## src/design/tmmp_pkg.sv

```systemverilog
// ----------------------------------------------------------------------------
// tmmp_pkg
// Shared widths, register indexes and the command/status bundles passed
// between the trimmed-mean moisture controller and its datapath.
// ----------------------------------------------------------------------------
package tmmp_pkg;

    // ADC sample and result widths
    localparam int ADC_W = 12;
    localparam int PCT_W = 14;

    // full scale in hundredths of a percent
    localparam logic [PCT_W-1:0] SCALE_HUNDREDTHS = 14'd10000;

    // configuration register indexes
    localparam int CFG_IDX_W = 1;
    localparam logic [CFG_IDX_W-1:0] CFG_DRY_LEVEL = 1'b0;
    localparam logic [CFG_IDX_W-1:0] CFG_WET_LEVEL = 1'b1;

    // register reset values
    localparam logic [ADC_W-1:0] DRY_RESET = 12'hFFF;
    localparam logic [ADC_W-1:0] WET_RESET = 12'h000;

    // controller -> datapath commands
    typedef struct packed {
        logic acc;    // accept one sample into the window
        logic trim;   // form trimmed sum, clear window
        logic diff;   // clamp and subtract from the dry bound
        logic mult;   // scale difference to hundredths
        logic dinit;  // load divider
        logic div;    // one restoring division step
        logic oload;  // load the result register
    } t_cmd;

    // datapath -> controller status
    typedef struct packed {
        logic last;      // current sample closes the window
        logic out_free;  // result register can take a new item
    } t_status;

endpackage

```

## src/design/tmmp_ctrl.sv

```systemverilog
// ----------------------------------------------------------------------------
// tmmp_ctrl
// Sequencer for the trimmed-mean block: accepts samples while idle and,
// after the last sample of a window, steps the datapath through trimming,
// scaling and the serial division.
// ----------------------------------------------------------------------------
module tmmp_ctrl
    import tmmp_pkg::*;
(
    input  logic    i_clk,
    input  logic    i_rst_n,
    input  logic    i_in_valid,
    output logic    o_in_ready,
    input  t_status i_status,
    output t_cmd    o_cmd
);

    localparam int STEP_W = $clog2(PCT_W);
    localparam logic [STEP_W-1:0] LAST_STEP = STEP_W'(PCT_W - 1);

    typedef enum logic [6:0] {
        S_IDLE  = 7'b0000001,
        S_TRIM  = 7'b0000010,
        S_DIFF  = 7'b0000100,
        S_MULT  = 7'b0001000,
        S_DINIT = 7'b0010000,
        S_DIV   = 7'b0100000,
        S_DONE  = 7'b1000000
    } t_state;

    t_state            r_state, n_state;
    logic [STEP_W-1:0] r_step, n_step;
    logic              w_accept;

    assign o_in_ready = (r_state == S_IDLE);
    assign w_accept   = i_in_valid && o_in_ready;

    // next state and commands
    always_comb begin
        n_state = r_state;
        n_step  = r_step;
        o_cmd   = '0;
        unique case (r_state)
            S_IDLE: begin
                o_cmd.acc = w_accept;
                if (w_accept && i_status.last) begin
                    n_state = S_TRIM;
                end
            end
            S_TRIM: begin
                o_cmd.trim = 1'b1;
                n_state    = S_DIFF;
            end
            S_DIFF: begin
                o_cmd.diff = 1'b1;
                n_state    = S_MULT;
            end
            S_MULT: begin
                o_cmd.mult = 1'b1;
                n_state    = S_DINIT;
            end
            S_DINIT: begin
                o_cmd.dinit = 1'b1;
                n_step      = '0;
                n_state     = S_DIV;
            end
            S_DIV: begin
                o_cmd.div = 1'b1;
                n_step    = r_step + 1'b1;
                if (r_step == LAST_STEP) begin
                    n_state = S_DONE;
                end
            end
            S_DONE: begin
                // hold until the result register is free
                if (i_status.out_free) begin
                    o_cmd.oload = 1'b1;
                    n_state     = S_IDLE;
                end
            end
            default: begin
                n_state = S_IDLE;
            end
        endcase
    end

    always_ff @(posedge i_clk) begin
        if (!i_rst_n) begin
            r_state <= S_IDLE;
            r_step  <= '0;
        end else begin
            r_state <= n_state;
            r_step  <= n_step;
        end
    end

endmodule

```

## src/design/tmmp_datapath.sv

```systemverilog
// ----------------------------------------------------------------------------
// tmmp_datapath
// Window accumulators, calibration registers, clamp and scale stages, a
// restoring divider producing one quotient bit per cycle, and the result
// register.
// ----------------------------------------------------------------------------
module tmmp_datapath
    import tmmp_pkg::*;
#(
    parameter int WINDOW_SIZE = 16
) (
    input  logic                 i_clk,
    input  logic                 i_rst_n,
    input  t_cmd                 i_cmd,
    output t_status              o_status,
    input  logic [ADC_W-1:0]     i_sample,
    input  logic                 i_cfg_we,
    input  logic [CFG_IDX_W-1:0] i_cfg_index,
    input  logic [ADC_W-1:0]     i_cfg_data,
    input  logic                 i_out_ready,
    output logic                 o_out_valid,
    output logic [PCT_W-1:0]     o_pct,
    output logic                 o_calib_error
);

    localparam int ADC_MAX = (1 << ADC_W) - 1;
    localparam int TRIM_N  = WINDOW_SIZE - 2;
    localparam int SUM_W   = $clog2(WINDOW_SIZE * ADC_MAX + 1);
    localparam int CNT_W   = $clog2(WINDOW_SIZE);
    localparam int TW      = $clog2(TRIM_N + 1);
    localparam int NUM_W   = SUM_W + PCT_W;
    localparam logic [TW-1:0]    TRIM_C   = TW'(TRIM_N);
    localparam logic [CNT_W-1:0] CNT_LAST = CNT_W'(WINDOW_SIZE - 1);

    logic [ADC_W-1:0] r_dry, r_wet;
    logic [SUM_W-1:0] r_sum;
    logic [ADC_W-1:0] r_min, r_max;
    logic [CNT_W-1:0] r_count;

    logic [SUM_W-1:0] r_trim, r_hi, r_lo, r_span, r_diff, r_rem;
    logic [NUM_W-1:0] r_num;
    logic [PCT_W-1:0] r_quo;
    logic             r_cerr;

    logic             r_ovalid;
    logic [PCT_W-1:0] r_pct;
    logic             r_oerr;

    logic [SUM_W-1:0] w_clamp;
    logic [SUM_W:0]   w_trial;
    logic             w_ge;

    assign o_status.last     = (r_count == CNT_LAST);
    assign o_status.out_free = !r_ovalid || i_out_ready;

    // configuration registers
    always_ff @(posedge i_clk) begin
        if (!i_rst_n) begin
            r_dry <= DRY_RESET;
            r_wet <= WET_RESET;
        end else if (i_cfg_we) begin
            unique case (i_cfg_index)
                CFG_DRY_LEVEL: r_dry <= i_cfg_data;
                CFG_WET_LEVEL: r_wet <= i_cfg_data;
                default: ;
            endcase
        end
    end

    // window accumulation; trim clears the window
    always_ff @(posedge i_clk) begin
        if (!i_rst_n) begin
            r_sum   <= '0;
            r_min   <= ADC_W'(ADC_MAX);
            r_max   <= '0;
            r_count <= '0;
        end else if (i_cmd.trim) begin
            r_sum <= '0;
            r_min <= ADC_W'(ADC_MAX);
            r_max <= '0;
        end else if (i_cmd.acc) begin
            r_sum <= r_sum + SUM_W'(i_sample);
            if (i_sample < r_min) begin
                r_min <= i_sample;
            end
            if (i_sample > r_max) begin
                r_max <= i_sample;
            end
            r_count <= o_status.last ? '0 : r_count + 1'b1;
        end
    end

    // clamp the trimmed sum into wet*T .. dry*T
    always_comb begin
        if (r_trim > r_hi) begin
            w_clamp = r_hi;
        end else if (r_trim < r_lo) begin
            w_clamp = r_lo;
        end else begin
            w_clamp = r_trim;
        end
    end

    // one restoring division step
    assign w_trial = {r_rem, r_quo[PCT_W-1]};
    assign w_ge    = (w_trial >= {1'b0, r_span});

    // trim, scale and divide
    always_ff @(posedge i_clk) begin
        // capture calibration as it stands when the last sample is taken
        if (i_cmd.acc && o_status.last) begin
            r_hi   <= SUM_W'(r_dry) * SUM_W'(TRIM_C);
            r_lo   <= SUM_W'(r_wet) * SUM_W'(TRIM_C);
            r_span <= SUM_W'(r_dry - r_wet) * SUM_W'(TRIM_C);
            r_cerr <= (r_wet >= r_dry);
        end
        if (i_cmd.trim) begin
            r_trim <= r_sum - SUM_W'(r_min) - SUM_W'(r_max);
        end
        if (i_cmd.diff) begin
            r_diff <= r_hi - w_clamp;
        end
        if (i_cmd.mult) begin
            r_num <= NUM_W'(r_diff) * NUM_W'(SCALE_HUNDREDTHS);
        end
        if (i_cmd.dinit) begin
            r_rem <= r_num[NUM_W-1:PCT_W];
            r_quo <= r_num[PCT_W-1:0];
        end else if (i_cmd.div) begin
            r_rem <= w_ge ? SUM_W'(w_trial - {1'b0, r_span}) : w_trial[SUM_W-1:0];
            r_quo <= {r_quo[PCT_W-2:0], w_ge};
        end
    end

    // result register; force zero on bad calibration
    always_ff @(posedge i_clk) begin
        if (!i_rst_n) begin
            r_ovalid <= 1'b0;
        end else if (i_cmd.oload) begin
            r_ovalid <= 1'b1;
        end else if (i_out_ready) begin
            r_ovalid <= 1'b0;
        end
    end

    always_ff @(posedge i_clk) begin
        if (i_cmd.oload) begin
            r_pct  <= r_cerr ? '0 : r_quo;
            r_oerr <= r_cerr;
        end
    end

    assign o_out_valid   = r_ovalid;
    assign o_pct         = r_pct;
    assign o_calib_error = r_oerr;

endmodule

```

## src/design/trimmed_mean_moisture_percent_core.sv

```systemverilog
// ----------------------------------------------------------------------------
// trimmed_mean_moisture_percent_core
// Trimmed-mean oversampling of ADC samples with linear moisture calibration.
// ----------------------------------------------------------------------------
// Samples are accepted one per cycle while the block is idle. Every
// WINDOW_SIZE samples the smallest and largest are dropped, the mean of the
// rest is clamped to wet..dry and one result in hundredths of a percent is
// produced (dry 0, wet 10000, truncated); if wet is not below dry the result
// is 0 with the error flag set. The last sample of a window holds the input
// off through four set-up steps (trim, clamp, scale, divider load), the
// one-bit-per-cycle restoring divider and the load of the output register,
// which waits while the previous result is still held on the output.
// Calibration registers are written through the config channel, which is
// always ready.
module trimmed_mean_moisture_percent_core
    import tmmp_pkg::*;
#(
    parameter int WINDOW_SIZE = 16
) (
    input  logic                 i_clk,
    input  logic                 i_rst_n,
    // input samples
    input  logic                 s_axis_tvalid,
    output logic                 s_axis_tready,
    input  logic [15:0]          s_axis_tdata,   // [11:0] sample, [15:12] zero
    // results
    output logic                 m_axis_tvalid,
    input  logic                 m_axis_tready,
    output logic [15:0]          m_axis_tdata,   // [13:0] percent_hundredths, [15:14] zero
    output logic                 m_axis_tuser,   // [0] calib_error
    // configuration writes
    input  logic                 i_cfg_valid,
    output logic                 o_cfg_ready,
    input  logic [CFG_IDX_W-1:0] i_cfg_index,
    input  logic [ADC_W-1:0]     i_cfg_data
);

    t_cmd             w_cmd;
    t_status          w_status;
    logic [PCT_W-1:0] w_pct;

    assign o_cfg_ready = 1'b1;

    tmmp_ctrl u_ctrl (
        .i_clk      (i_clk),
        .i_rst_n    (i_rst_n),
        .i_in_valid (s_axis_tvalid),
        .o_in_ready (s_axis_tready),
        .i_status   (w_status),
        .o_cmd      (w_cmd)
    );

    tmmp_datapath #(
        .WINDOW_SIZE (WINDOW_SIZE)
    ) u_datapath (
        .i_clk         (i_clk),
        .i_rst_n       (i_rst_n),
        .i_cmd         (w_cmd),
        .o_status      (w_status),
        .i_sample      (s_axis_tdata[ADC_W-1:0]),
        .i_cfg_we      (i_cfg_valid && o_cfg_ready),
        .i_cfg_index   (i_cfg_index),
        .i_cfg_data    (i_cfg_data),
        .i_out_ready   (m_axis_tready),
        .o_out_valid   (m_axis_tvalid),
        .o_pct         (w_pct),
        .o_calib_error (m_axis_tuser)
    );

    assign m_axis_tdata = {2'b00, w_pct};

endmodule

```

## config.mk

```make
export PLATFORM = sky130hd
export DESIGN_NAME = trimmed_mean_moisture_percent_core
export DESIGN_NICKNAME = d
export VERILOG_FILES = /design/src/design/tmmp_pkg.sv /design/src/design/tmmp_ctrl.sv /design/src/design/tmmp_datapath.sv /design/src/design/trimmed_mean_moisture_percent_core.sv
export SDC_FILE = /design/constraint.sdc
export NUM_CORES = 1
export LEC_CHECK = 0
export BUFFER_PORTS_ARGS = -buffer_cell sky130_fd_sc_hd__buf_2
export CORE_MARGIN = 2
export CORE_UTILIZATION = 60
export CTS_CLUSTER_DIAMETER = 60
export DETAILED_ROUTE_END_ITERATION = 8
export PLACE_DENSITY_LB_ADDON = 0.25
export SLEW_MARGIN = 0
export SYNTH_ARGS = -nofsm -noshare
export SYNTH_HDL_FRONTEND = slang
export SYNTH_HIERARCHICAL = 1
export SYNTH_SLANG_ARGS = --single-unit
```

## constraint.sdc

```tcl
create_clock -name i_clk -period 5.6 [get_ports i_clk]
set_input_delay 0.28 -clock i_clk [delete_from_list [all_inputs] [get_ports i_clk]]
set_output_delay 0.28 -clock i_clk [all_outputs]
set_load 0.005 [all_outputs]
```

; ---- Word-level counts from Yosys, hierarchy flattened
; Cells that the tools add are included.
[word_totals]
output_inout_bits = 20
register_bits = 229
wordCells = 92
[op_classes]
magnitude_cmp = 6
bitwise = 3
mul = 4
mux = 23
reduce_logical = 15
n_eq_ne = 12
add_sub_neg = 8
[ops]
columns = operator, n
row1 = two-way mux 16 bit, 5
row2 = case mux 7 bit (7 select lines), 1
row3 = subtractor 16 x 12 -> 16 bit, 2
row4 = subtractor 16 bit, 2
row5 = multiplier 12 x 3 -> 15 bit (second input constant), 2
row6 = two-way mux 14 bit, 2
row7 = multiplier 16 x 10 -> 26 bit (second input constant), 1
row8 = two-way mux 7 bit, 3
row9 = greater-or-equal comparator 17 x 16 -> 1 bit, 1
row10 = adder 16 x 12 -> 16 bit, 1
row11 = > comparator 16 bit, 1
row12 = < comparator 16 bit, 1
row13 = multiplier 16 x 3 -> 15 bit (second input constant), 1
row14 = subtractor 12 x 12 -> 13 bit, 1
row15 = greater-or-equal comparator 12 bit, 1
row16 = > comparator 12 bit, 1
row17 = < comparator 12 bit, 1
row18 = two-way mux 1 bit, 10
row19 = AND reduction 2 bit, 5
row20 = adder 4 x 1 -> 4 bit (second input constant), 2
row21 = == test 4 bit (second input constant), 2
row22 = case mux 4 bit (2 select lines), 1
row23 = == test 7 x 1 -> 1 bit (second input constant), 1
row24 = == test 7 x 2 -> 1 bit (second input constant), 1
row25 = other kinds (15), 22

; ---- Logic depth before layout (Yosys ltp)
; Gate-level depths: netlist of the first run.
[depth]
depth_word = 5
ltp_mapped = 22
ltp_nobuf = 22

; ---- Modules after synthesis
; Netlist of the first run, hierarchy kept.
[modules_own_cells]
columns = module, area_each_um2, n_inst, seq_area_each_um2, cells_each
row1 = tmmp_datapath, 17161.5, 1, 5855.6, 1725
row2 = tmmp_ctrl, 665.6, 1, 220.2, 83
row3 = trimmed_mean_moisture_percent_core, 30.0, 1, 0.0, 5

; ---- Least setup slack after synthesis of the first run
; OpenSTA, ideal clock, no wires.
[synth_path]
path_type = reg-to-reg
start = register u_datapath.r_diff[4]
end = register u_datapath.r_num[28], data pin
slack_ps = 615
synth_period_minus_slack_ps = 4985
stages_incl_launch_ff = 22
t_arrival_ps = 4835
n_path_buf = 0
required_time_ps = 5450
cell_sequence = edfxtp_1 > inv_1 > fa_1 > inv_1 > ha_1 > inv_1 > fa_1 > inv_1 > ha_1 > inv_1 > fa_1 > inv_1 > ha_1 > o21a_1 > and2_1 > nand2_2 > a21oi_1 > o31a_1 > o31a_1 > or4_1 > a2111o_1 > o211ai_2
[synth_between]
elab_chain_len = 1
[synth_rtl]
columns = element, line
row1 = start: declaration, tmmp_datapath.sv:40  ; logic [SUM_W-1:0] r_trim, r_hi, r_lo, r_span, r_diff, r_rem;
row2 = start signal: assignment, tmmp_datapath.sv:121  ; r_diff <= r_hi - w_clamp;
row3 = multiplier 16 x 10 -> 26 bit, tmmp_datapath.sv:124  ; r_num <= NUM_W'(r_diff) * NUM_W'(SCALE_HUNDREDTHS);
row4 = end signal: assignment, tmmp_datapath.sv:124
row5 = end: declaration, tmmp_datapath.sv:41  ; logic [NUM_W-1:0] r_num;
; Every way passes these cells.
; A chain may end at the register's enable or synchronous reset.

; ---- Worst setup path after layout of the first run
; Same ends and word-level chain as after synthesis.

==> results of run 1 <==
==> sequential cells by signal (all words and copies together), names as in the netlist, 7 cells and up <==
register,flops
u_ctrl/r_state,7
u_datapath/o_pct,14
u_datapath/r_diff,16
u_datapath/r_dry,12
u_datapath/r_hi,15
u_datapath/r_lo,15
u_datapath/r_max,12
u_datapath/r_min,12
u_datapath/r_num,26
u_datapath/r_quo,14
u_datapath/r_rem,16
u_datapath/r_span,15
u_datapath/r_sum,16
u_datapath/r_trim,16
u_datapath/r_wet,12
==> layer usage <==
| metal | vias up | share of wire, % | global-route usage, % |
|---|---|---|---|
| met5 | - | 0 | 0 |
| met4 | 0 | 2.4 | 6.302 |
| met3 | 62 | 3.4 | 2.842 |
| met2 | 228 | 47 | 39.65 |
| met1 | 6171 | 47 | 32.37 |
| li1 | 6387 | - | - |
==> cell families after synthesis <==
family                     synth area share (%)
AOI/OAI and AO/OA                         13.14
xor gates and xnor gates                  4.954
adders and majority gates                 25.98
buffers and inverters                     6.481
DFF                                       34.02
muxes                                     3.342
other                                   0.04206
and+or+nand+nor                           12.04
==> area by class of cell <==
class	instances	area, sq um
Clock buffer	38	835.8
Clock inverter	20	198.9
Fill cell	2379	9842
Inverter	263	987.2
Multi-Input combinational cell	1284	10650
Sequential cell	229	6076
Tap cell	390	488.0
Timing Repair Buffer	66	407.9
==> power by group through the flow <==
| stage | registers, mW | logic (mW) | clock network (mW) |
|---|---|---|---|
| final | 1.98 | 1.55 | 1.97 |
| after CTS | 1.98 | 1.55 | 2.01 |
| after floorplan | 2.01 | 1.23 | 0 |
| after detailed placement | 2.02 | 1.52 | 0 |
| after global placement | 2.02 | 1.47 | 0 |
| after global routing | 1.99 | 1.77 | 2.07 |
==> critical path, stage by stage (launching register included) <==
cell	delay (ns)
edfxtp_1	0.39
inv_1	0.12
fa_1	0.55
inv_1	0.04
ha_1	0.26
inv_1	0.05
fa_1	0.52
inv_1	0.04
ha_1	0.26
inv_1	0.05
fa_1	0.49
inv_1	0.04
ha_1	0.33
o21a_1	0.21
and2_1	0.17
nand2_2	0.07
a21oi_1	0.07
o31a_1	0.27
o31a_1	0.25
or4_1	0.44
a2111o_1	0.40
o211ai_2	0.07
==> path summary, 6_finish.rpt <==
| check | endpoint | slack (ns) | depth (start not counted) |
|---|---|---|---|
| max reg2reg | u_datapath/r_num[28] | 0.35 | 21 |
| min | u_datapath/r_wet[1] | 0.01 | 3 |
| min reg2reg | u_ctrl/r_step[3] | 0.48 | 2 |
| max | u_datapath/r_num[28] | 0.35 | 21 |
==> cell usage in the layout, fill, tap and decap left out, types with 6 or more instances in the layout <==
cell type	n
xor2_1	29
a21o_1	52
nor2b_1	41
or3_1	6
mux2_2	13
nand2_1	143
o21a_1	13
xnor2_1	72
buf_2	46
buf_4	9
o211ai_1	23
o31a_1	6
mux2i_1	45
a21oi_1	88
dfxtp_1	80
o21bai_1	7
a31oi_1	11
nand4_1	20
nor2_1	112
edfxtp_1	149
o21ai_0	65
and2_1	8
clkbuf_16	31
dlygate4sd3_1	11
nor3_1	23
ha_1	238
fa_1	83
and3_1	9
a211oi_1	11
inv_1	263
nand3_1	30
a21boi_0	27
nand2b_1	20
==> timing repair <==
item,CTS,global route
hold buffers,11,0
endpoints found under the setup margin,0,0
endpoints found under the hold margin,21,0
==> metrics by stage <==
stage | util, % | std cells
global route | 66.62 | 2290
finish | 66.62 | 2290
CTS | 66.62 | 2290
floorplan | - | 1814
detailed placement | 62.73 | 2221
global placement | 62.73 | 2221
==> metrics.yaml, run 1 <==
synth_area_leaders: "edfxtp_1, ha_1, fa_1"
switching_share_pct: 30.40
max_slew_margin_pct: 15.53
drc_errors: 0
htreeDepth: 1
max_freq_mhz: 190.7
rsz0062_at_grt: "no"
async_flop_share_pct: 0
place_ws_ns: 0.3877
cts_buffers: 31
postCtsSetupBuffers: 0
ys_types: 76
worst_pin_slew_ns: 1.267
finalCritPeriodShare_pct: 93.66
grt_pass1_wl_mm: 60.73
globalplace.congestion: 0.8430
layout_setup_ws_ns: 0.3550
cts_tree: "built"
ys.flop_type: "edfxtp_1"
rr_startpoint: "u_datapath/r_diff[4]"
synth-seq-cells: 229
arrival_ns: 5.64
synth_top_area_share_pct: 25.06
drv_slew: 0
ys_warn_count: 6
crit_path_start: "u_datapath/r_diff[4]"
first_global_vias: 12830
end_kind: "flop"
postSynthAreaPerCell_sq_um: 9.849
antenna_cells: 0
avgViaCountPerCell: 5.610
ys_top_cells_by_count: "inv_1, ha_1, edfxtp_1"
grt_start_max_net_pins: 49
min_period_ns: 5.245
clk_pin_slew_ns: 0.06
clk_latency_ns: 0.57
clock-sinks: 229
core-area_sq_um: 29480
powerDensity_nw_per_um2: 280.2
dp_hpwl_mm: 26.99
skew_ns: 0.03553
hold_violations: 0
p_int_mw: 3.829
synth-edff-count: 149
clk_path_buf_depth: 3
via_count: 12850
p_clk_share_pct: 35.8
grt_usage_pct: 23.58
maxCapViolCount: 0
area_delta_synth_final_pct: 9.977
yosys.area.top_type: "edfxtp_1"
die_x_um: 176.5
setup_viol: 0
initial_core_util_pct: 60.57
fin_setup_tns_ns: 0
synth-seq-area-share_pct: 34.02
pwr-share-seq_pct: 36.0
wire_per_inst_um: 15.46
synth.most_common_cell: "inv_1"
power_mw: 5.502
place_area_sq_um: 18490
crit_fanout: 3
design_area_sq_um: 19640
final_layout_size_suffix_gt1_share_pct: 7.684
postRouteAntennaNets: 0
whs_ns: 0.01274
dieArea_sq_um: 31160
min-delay-start: "i_cfg_data[1]"
num_io_pins: 54
synth_area_sq_um: 17860
cts-resized-gates: 0
cts_root_buffer: "clkbuf_16"
antenna_found_initial: 0
detail_route.first_pass.iterations: 4
nNetsFinal: 2230
num_rows: 63
overflow: 0
drt-total-wl_mm: 35.40
dieHeight_um: 176.5
holdCritPathClass: "in2reg"
peakVddDrop_mv: 0.2648
switching_power_mw: 1.673
startpoint_type: "flop"
drt_iter0_markers: 608
postSynthCellCount: 1813
io_buffers: 46
comb_power_share_pct: 28.1
status: "finished, final reports clean"
leakage_nw: 8.985
worstSetupPathType: "reg2reg"
cp_data_required_time_ns: 6.00
(Power assumes the default switching activity.)
==> run 2, diff against run 1 <==
--- a/config.mk
+++ b/config.mk
@@ -10,7 +10,7 @@
 export CORE_UTILIZATION = 60
 export CTS_CLUSTER_DIAMETER = 60
 export DETAILED_ROUTE_END_ITERATION = 8
-export PLACE_DENSITY_LB_ADDON = 0.25
+export PLACE_DENSITY = 0.77
 export SLEW_MARGIN = 0
 export SYNTH_ARGS = -nofsm -noshare
 export SYNTH_HDL_FRONTEND = slang
==> run 2 against run 1 <==
Effect of this change:
- fmax fell by 0.40%
- routed wire length grew 0.43%
- first-iteration DRC count rose by 10%
- largest cell class unchanged
- total power about the same
- critical path depth is the same
- sequential power barely moved
- sequential share of layout area about the same
- critical path type unchanged
- clock skew shrank 0.013 ns
- final cell count is essentially flat
- register-to-register slack got worse by 0.02 ns
- hold slack better by 0.011 ns
==> metrics.yaml, run 2 (synthesized netlist as in run 1, its figures left out) <==
status: "finished, final reports clean"
via_count: 12880
drt_iter0_markers: 669
dp_cells: 2222
wl_met3_mm: 1.439
antenna_cells: 0
globalplace.congestion: 0.8821
rsz0062_at_grt: "no"
avgViaCountPerCell: 5.618
initial_core_util_pct: 60.57
regMostFlops: "u_datapath/r_num"
first_global_vias: 12720
final_common_cell: "inv_1"
cp_slowest_cell: "fa_1"
max_slew_margin_pct: 15.37
clock-sinks: 229
num_io_pins: 54
final_cell_mix: "inv_1, ha_1, edfxtp_1"
dr.max_layer_used: "met4"
setup_viol: 0
postCtsSetupBuffers: 0
dieHeight_um: 176.5
slowest_delay_ns: 0.54
core-area_sq_um: 29480
end_kind: "flop"
path_cells: "inv_1 -> fa_1 -> inv_1 -> ha_1 -> inv_1 -> fa_1 -> inv_1 -> ha_1 -> inv_1 -> fa_1 -> inv_1 -> ha_1 -> o21a_1 -> and2_1 -> nand2_2 -> a21oi_1 -> o31a_1 -> o31a_1 -> or4_1 -> a2111o_1 -> o211ai_2"
cts_buffers: 31
startpoint_type: "flop"
die_x_um: 176.5
cp_data_required_time_ns: 6.02
antenna_found_initial: 0
grt_pass1_wl_mm: 60.32
dieArea_sq_um: 31160
power_mw: 5.498
leakage_nw: 8.988
powerDensity_nw_per_um2: 279.8
fin_setup_tns_ns: 0
stdcell_count: 2292
crit_fanout: 3
grt_start_max_net_pins: 48
cts-resized-gates: 0
ctsHoldBuffers: 12
area_delta_synth_final_pct: 10.03
io_buffers: 46
clk_latency_ns: 0.57
dp_hpwl_mm: 27.05
final_util_pct: 66.65
max_freq_mhz: 189.9
drv_slew: 0
final_layout_size_suffix_gt1_share_pct: 7.729
holdCritPathClass: "in2reg"
finalCritPeriodShare_pct: 94.04
largest_reg_flops: 26
num_rows: 63
crit_top_cell: "inv_1"
arrival_ns: 5.68
cts_tree: "built"
hold_violations: 0
drc_errors: 0
skew_ns: 0.02273
postRouteAntennaNets: 0
htreeDepth: 1
cts_root_buffer: "clkbuf_16"
drt-met1-wl_mm: 16.17
maxCapViolCount: 0
overflow: 0
nNetsFinal: 2232
min_period_ns: 5.266
layout_setup_ws_ns: 0.3338
wire_per_inst_um: 15.51
met2_length_mm: 17.18
drt-total-wl_mm: 35.55
clk_pin_slew_ns: 0.06
place_ws_ns: 0.3290
worst_pin_slew_ns: 1.269
clk_path_buf_depth: 3
grt_usage_pct: 23.51
worstSetupPathType: "reg2reg"
detail_route.first_pass.iterations: 5
peakVddDrop_mv: 0.2634
run 2: area by class of cell:
class / instances / area (sq um)
multi-input combinational: 1284 / 10650
fill: 2335 / 9832
sequential: 229 / 6076
inverter: 263 / 987.2
clock buffer: 38 / 864.6
tap: 390 / 488.0
timing repair buffer: 68 / 425.4
clock inverter: 20 / 162.7
run 2: stage by stage:
step                      area [sq um]  hold WS [ns]
after global routing             19650       0.02265
final                            19650       0.02333
after global placement           18500        0.4718
after floorplan                  17860        0.4017
after detailed placement         18500        0.4866
after CTS                        19650     0.0006994
run 2: critical path: cells and delay by family (launching register included):
family,cells,cell delay [ns]
buffers and inverters,6,0.35
flip-flops,1,0.40
AND/OR/NAND/NOR,3,0.69
AO/OA/AOI/OAI,6,1.25
adder cells (fa/ha/maj),6,2.43
run 2: where the power goes:
group,internal [mW],leakage [nW],switching [mW]
combinational,0.696,6.48,0.875
sequential,1.93,2.00,0.0491
clock,1.15,0.503,0.789
total,3.78,8.99,1.71
run 2: path summary, 6_finish.rpt:
kind                   startpoint  cells after the start                   end  slack [ns]
max reg2reg  u_datapath/r_diff[4]                     21  u_datapath/r_num[28]        0.33
min               s_axis_tdata[5]                      3   u_datapath/r_min[5]        0.02
max          u_datapath/r_diff[4]                     21  u_datapath/r_num[28]        0.33
min reg2reg      u_ctrl/r_step[3]                      2      u_ctrl/r_step[3]        0.50
run 2: routing by layer:
metal  global-route usage (%)  vias to the layer above
li1                         -                     6400
met1                    31.70                     6187
met2                    40.56                      242
met3                    2.821                       48
met4                    5.544                        0
met5                        0                        -
